`src/hw/rtl/pib_mul.sv`:
```
// Two-stage signed multiplier: four half-width partial products, then a sum.
// No dependencies.
`default_nettype none

module pib_mul #(
	parameter int AW = 36,
	parameter int BW = 36
) (
	input  wire                        clk,
	input  wire  signed [AW-1:0]       a,
	input  wire  signed [BW-1:0]       b,
	output logic signed [AW+BW-1:0]    p
);

	localparam int LA = AW / 2;
	localparam int HA = AW - LA;
	localparam int LB = BW / 2;
	localparam int HB = BW - LB;
	localparam int PW = AW + BW;

	logic signed [LA:0]   al;
	logic signed [HA-1:0] ah;
	logic signed [LB:0]   bl;
	logic signed [HB-1:0] bh;

	logic signed [LA+LB+1:0]  pp_ll_s1;
	logic signed [LA+HB:0]    pp_lh_s1;
	logic signed [HA+LB:0]    pp_hl_s1;
	logic signed [HA+HB-1:0]  pp_hh_s1;
	logic signed [PW-1:0]     p_s2;

	// low halves are unsigned: a zero on top keeps them positive
	assign al = $signed({1'b0, a[LA-1:0]});
	assign ah = $signed(a[AW-1:LA]);
	assign bl = $signed({1'b0, b[LB-1:0]});
	assign bh = $signed(b[BW-1:LB]);

	always_ff @(posedge clk) begin
		pp_ll_s1 <= al * bl;
		pp_lh_s1 <= al * bh;
		pp_hl_s1 <= ah * bl;
		pp_hh_s1 <= ah * bh;
		p_s2 <= (PW'(pp_hh_s1) <<< (LA + LB)) + (PW'(pp_lh_s1) <<< LA)
			+ (PW'(pp_hl_s1) <<< LB) + PW'(pp_ll_s1);
	end

	assign p = p_s2;

endmodule

`default_nettype wire

```
`config.mk`:
```
export PLATFORM = sky130hd
export DESIGN_NAME = pib_mul
export DESIGN_NICKNAME = d
export VERILOG_FILES = /design/src/hw/rtl/pib_mul.sv
export SDC_FILE = /design/constraint.sdc
export NUM_CORES = 2
export LEC_CHECK = 0
export BUFFER_PORTS_ARGS = -buffer_cell sky130_fd_sc_hd__buf_4
export CAP_MARGIN = 20
export CORE_MARGIN = 5
export CORE_UTILIZATION = 50
export DETAILED_ROUTE_END_ITERATION = 6
export PLACE_DENSITY = 0.77
export SYNTH_ARGS = -nofsm -noshare
export SYNTH_HDL_FRONTEND = slang
export SYNTH_SLANG_ARGS = --single-unit
```
`constraint.sdc`:
```
create_clock -name clk -period 7.9 [get_ports clk]
set_input_delay 0 -clock clk [delete_from_list [all_inputs] [get_ports clk]]
set_output_delay 0 -clock clk [all_outputs]
set_load 0.05 [all_outputs]
```
==> metrics.md <==
| Metric | Value |
|---|---|
| Status | `finished clean` |
| Layout cells sized above 1 | `3.94%` |
| Crit Path Max Fanout | `36` |
| Core Region | `0.105 sq mm` |
| Data arrival time of the worst path | `6.59 ns` |
| Post-Syn Nets | `7525` |
| Final min period | `6.18 ns` |
| Tcrit/Tclk final | `78.2%` |
| Setup bufs post-CTS | `0` |
| Relative slew slack | `37.2%` |
| Worst path bufs/invs | `6` |
| Routability cong. | `0.890` |
| Synthesized cell area | `0.0528 sq mm` |
| Initial Util | `between 50 and 60%` |
| CTS Sinks | `218` |
| Achievable frequency | `~160 MHz` |
| Seq cells post-synth | `218` |
| Fin Hold WS | `0.181 ns` |
| Final Hold Vio Count | `0` |
| Crit path max-delay family | `adder cells` |
| Multi-input combinational cell area | `0.0424 sq mm` |
| Number of synthesized flops with an enable pin | `0` |
| Clock latency on the worst-skew pair | `about 0.60 ns` |
| Final ANT Viol Nets | `0` |
| Max clock buf depth | `3` |
| Die area | `0.112 sq mm` |
| Deepest level of the CTS H-tree | `1` |
| PortBufs | `144` |
| Layout Skew | `0.0280 ns` |
| Tot GR Track Use | `24.3%` |
| Number of I/O pins | `about 150` |
| Hold-fix buffers at CTS | `6` |
| Grt ovf | `0` |
| Global-route wire length before repair | `roughly 220000 um` |
| Number of global-route vias before repair | `42700` |
| Number of placement rows | `119` |
| Most used DFF post-synth | `dfxtp_1` |
| Largest net degree at the start of global routing | `37` |
| Drt wl/cell | `between 15 and 20 um` |
| Final #Nets | `7429` |
| Final setup viols | `0` |
| Sequential Area | `0.00436 sq mm` |
| Width of the die | `335 um` |
| Commonest non-fill, non-tap cells in the layout | `1322 x inv_1, 1151 x fa_1, 701 x nand2_1, 628 x and2_1, 522 x ha_1` |
| Max cap viols | `0` |
| First-pass iteration count of the detailed router | `6` |
| Clock root buffer | `clkbuf_16` |
| Worst hold path class | `in -> reg` |
| Slowest-stage cell, CP | `xnor2_1` |
| Critical path, cell by cell | `dlygate4sd3_1 -> buf_4 -> nand2_1 -> fa_1 -> inv_1 -> fa_1 -> ha_1 -> ha_1 -> ha_1 -> inv_1 -> fa_1 -> inv_1 -> ha_1 -> inv_1 -> fa_1 -> nor2b_1 -> o31a_1 -> o21bai_1 -> a211oi_1 -> o21ai_1 -> a21oi_1 -> nor3_1 -> xnor2_1` |
| RSZ-0062 raised after global routing | `false` |
| Post-synthesis sequential area ratio | `approximately 8.3%` |
| Worst path max stage delay | `0.60 ns` |
| CTS tree | `built` |
| Asr flop ratio synth | `0%` |
| Setup_tns | `0 ns` |
| Area growth syn-to-layout | `5.29%` |
| Most common cell after layout, fill and taps aside | `inv_1` |
| Worst Setup Path Type | `in -> reg` |
| TritonCTS buffer count | `27` |
| Slew @ Worst Pin | `about 0.94 ns` |
| Drt total wl | `132000 um` |
| Via count | `38200` |
| DIE HEIGHT | `335 um` |
| Drc violations | `0` |
| Post-CTS Resized | `0` |
| Post-DP HPWL | `102000 um` |
| Gate count of the mapped netlist | `5779` |
| Final max-slew violation count | `0` |
| Startpoint Class | `primary input` |
| Yosys cell types | `73` |
| WP data required | `8.32 ns` |
| Initial DRC Count | `2449` |
| Filler cells | `between 9000 and 10000` |
| Reg clk slew, reported paths | `about 0.05 ns` |
| Initial antenna violation count | `4` |
| Vias per std cell | `5.38` |
| Post-Synthesis Mean Instance Area | `between 9 and 10 sq um` |
| CP Capture Type | `flip-flop` |
| YS warnings | `0` |
## layer usage
metal / global-route usage [%] / share of wire, % / routed length, um / vias up
met5: 0 / 0.020 / 27 / -
met4: 10.4 / 5.1 / 6700 / 4
met3: 4.01 / 7.8 / 10300 / 370
met2: 41.1 / 48 / 62800 / 1459
met1: 30.9 / 39 / 52100 / 19500
li1: - / - / - / 16900
## cells in the mapped netlist (4+ instances only)
master | instances | area, sq um
a211o_1 | 4 | 35.0
a211oi_1 | 17 | 128
a21boi_0 | 5 | 37.5
a21o_1 | 84 | 631
a21oi_1 | 144 | 721
a21oi_2 | 4 | 35.0
a221oi_1 | 4 | 35.0
a311o_1 | 4 | 40.0
a311oi_1 | 4 | 35.0
a31oi_1 | 17 | 106
a41oi_1 | 7 | 61.3
and2_1 | 628 | 3930
and3_1 | 16 | 100
and4_1 | 6 | 52.6
clkbuf_1 | 279 | 1050
dfxtp_1 | 218 | 4360
fa_1 | 1151 | 23000
ha_1 | 522 | 6530
inv_1 | 1322 | 4960
mux2i_1 | 4 | 40.0
nand2_1 | 701 | 2630
nand2b_1 | 37 | 231
nand3_1 | 27 | 135
nand4_1 | 18 | 113
nor2_1 | 127 | 477
nor2b_1 | 26 | 163
nor3_1 | 27 | 135
nor4b_1 | 4 | 35.0
o211ai_1 | 12 | 90.1
o21a_1 | 16 | 120
o21ai_0 | 69 | 345
o21ai_1 | 13 | 65.1
o21bai_1 | 19 | 143
o31a_1 | 4 | 35.0
o31ai_1 | 4 | 30.0
or2_2 | 6 | 37.5
or3_1 | 7 | 43.8
xnor2_1 | 132 | 1160
xor2_1 | 37 | 324
## worst register-to-register path: stages (launching register included)
cell and delay [ns]:
dfxtp_1 0.45, fa_1 0.46, ha_1 0.37, a21oi_1 0.18, o21ai_0 0.20, a221oi_1 0.87
a21oi_1 0.38, o21ai_1 0.41, a311oi_2 0.27, a41oi_1 0.38, xnor2_1 0.17
## sequential cells by signal (all words and copies together) (netlist names)
| name | count |
|---|---|
| pp_hl_s1 | 37 |
| pp_lh_s1 | 37 |
| pp_ll_s1 | 36 |
| pp_hh_s1 | 36 |
| p | 72 |
## through the flow
step           std cells  area [sq um]  worst slack [ns]  util (%)
2_1_floorplan       5779         52800              2.05         -
4_1_cts             7095         55600              1.79      52.9
6_report            7099         55600              1.72      52.9
5_1_grt             7096         55600              1.38      52.9
3_5_place_dp        7039         54600              1.38      51.9
3_3_place_gp        7039         54600              1.48      51.9
## worst paths after layout
path | slack (ns) | cells past startpoint | endpoint | start
max | 1.72 | 23 | pp_lh_s1[31]$_DFF_P_ | b[18]
min | 0.18 | 3 | pp_ll_s1[1]$_DFF_P_ | a[1]
max reg2reg | 3.69 | 10 | p[70]$_DFF_P_ | pp_hl_s1[11]$_DFF_P_
min reg2reg | 0.32 | 0 | p[1]$_DFF_P_ | pp_ll_s1[1]$_DFF_P_
## cell type report
cell class | count | share of cell area, %
Multi-Input combinational cell | 3957 | 76.3
Inverter | 1323 | 8.94
Sequential cell | 218 | 7.85
Tap cell | 1391 | 3.13
Timing Repair Buffer | 156 | 2.13
Clock buffer | 38 | 1.38
Clock inverter | 12 | 0.261
Antenna cell | 4 | 0.0180
## cells by family (layout without fill, tap and decap cells)
family / count (synthesis) / after routing / share of synthesized area (%)
adder cells (fa/ha/maj): 1673 / 1673 / 56.0
flip-flops: 218 / 218 / 8.27
buffers and inverters: 1604 / 1529 / 11.4
AND/OR/NAND/NOR: 1646 / 1646 / 15.6
multiplexers: 5 / 5 / 0.0972
XOR/XNOR: 169 / 169 / 2.80
other: 0 / 4 / 0
AO/OA/AOI/OAI: 464 / 464 / 5.83
Power is not shown: default switching activity piles up to over one toggle a cycle in this logic, so the estimate is an artifact.
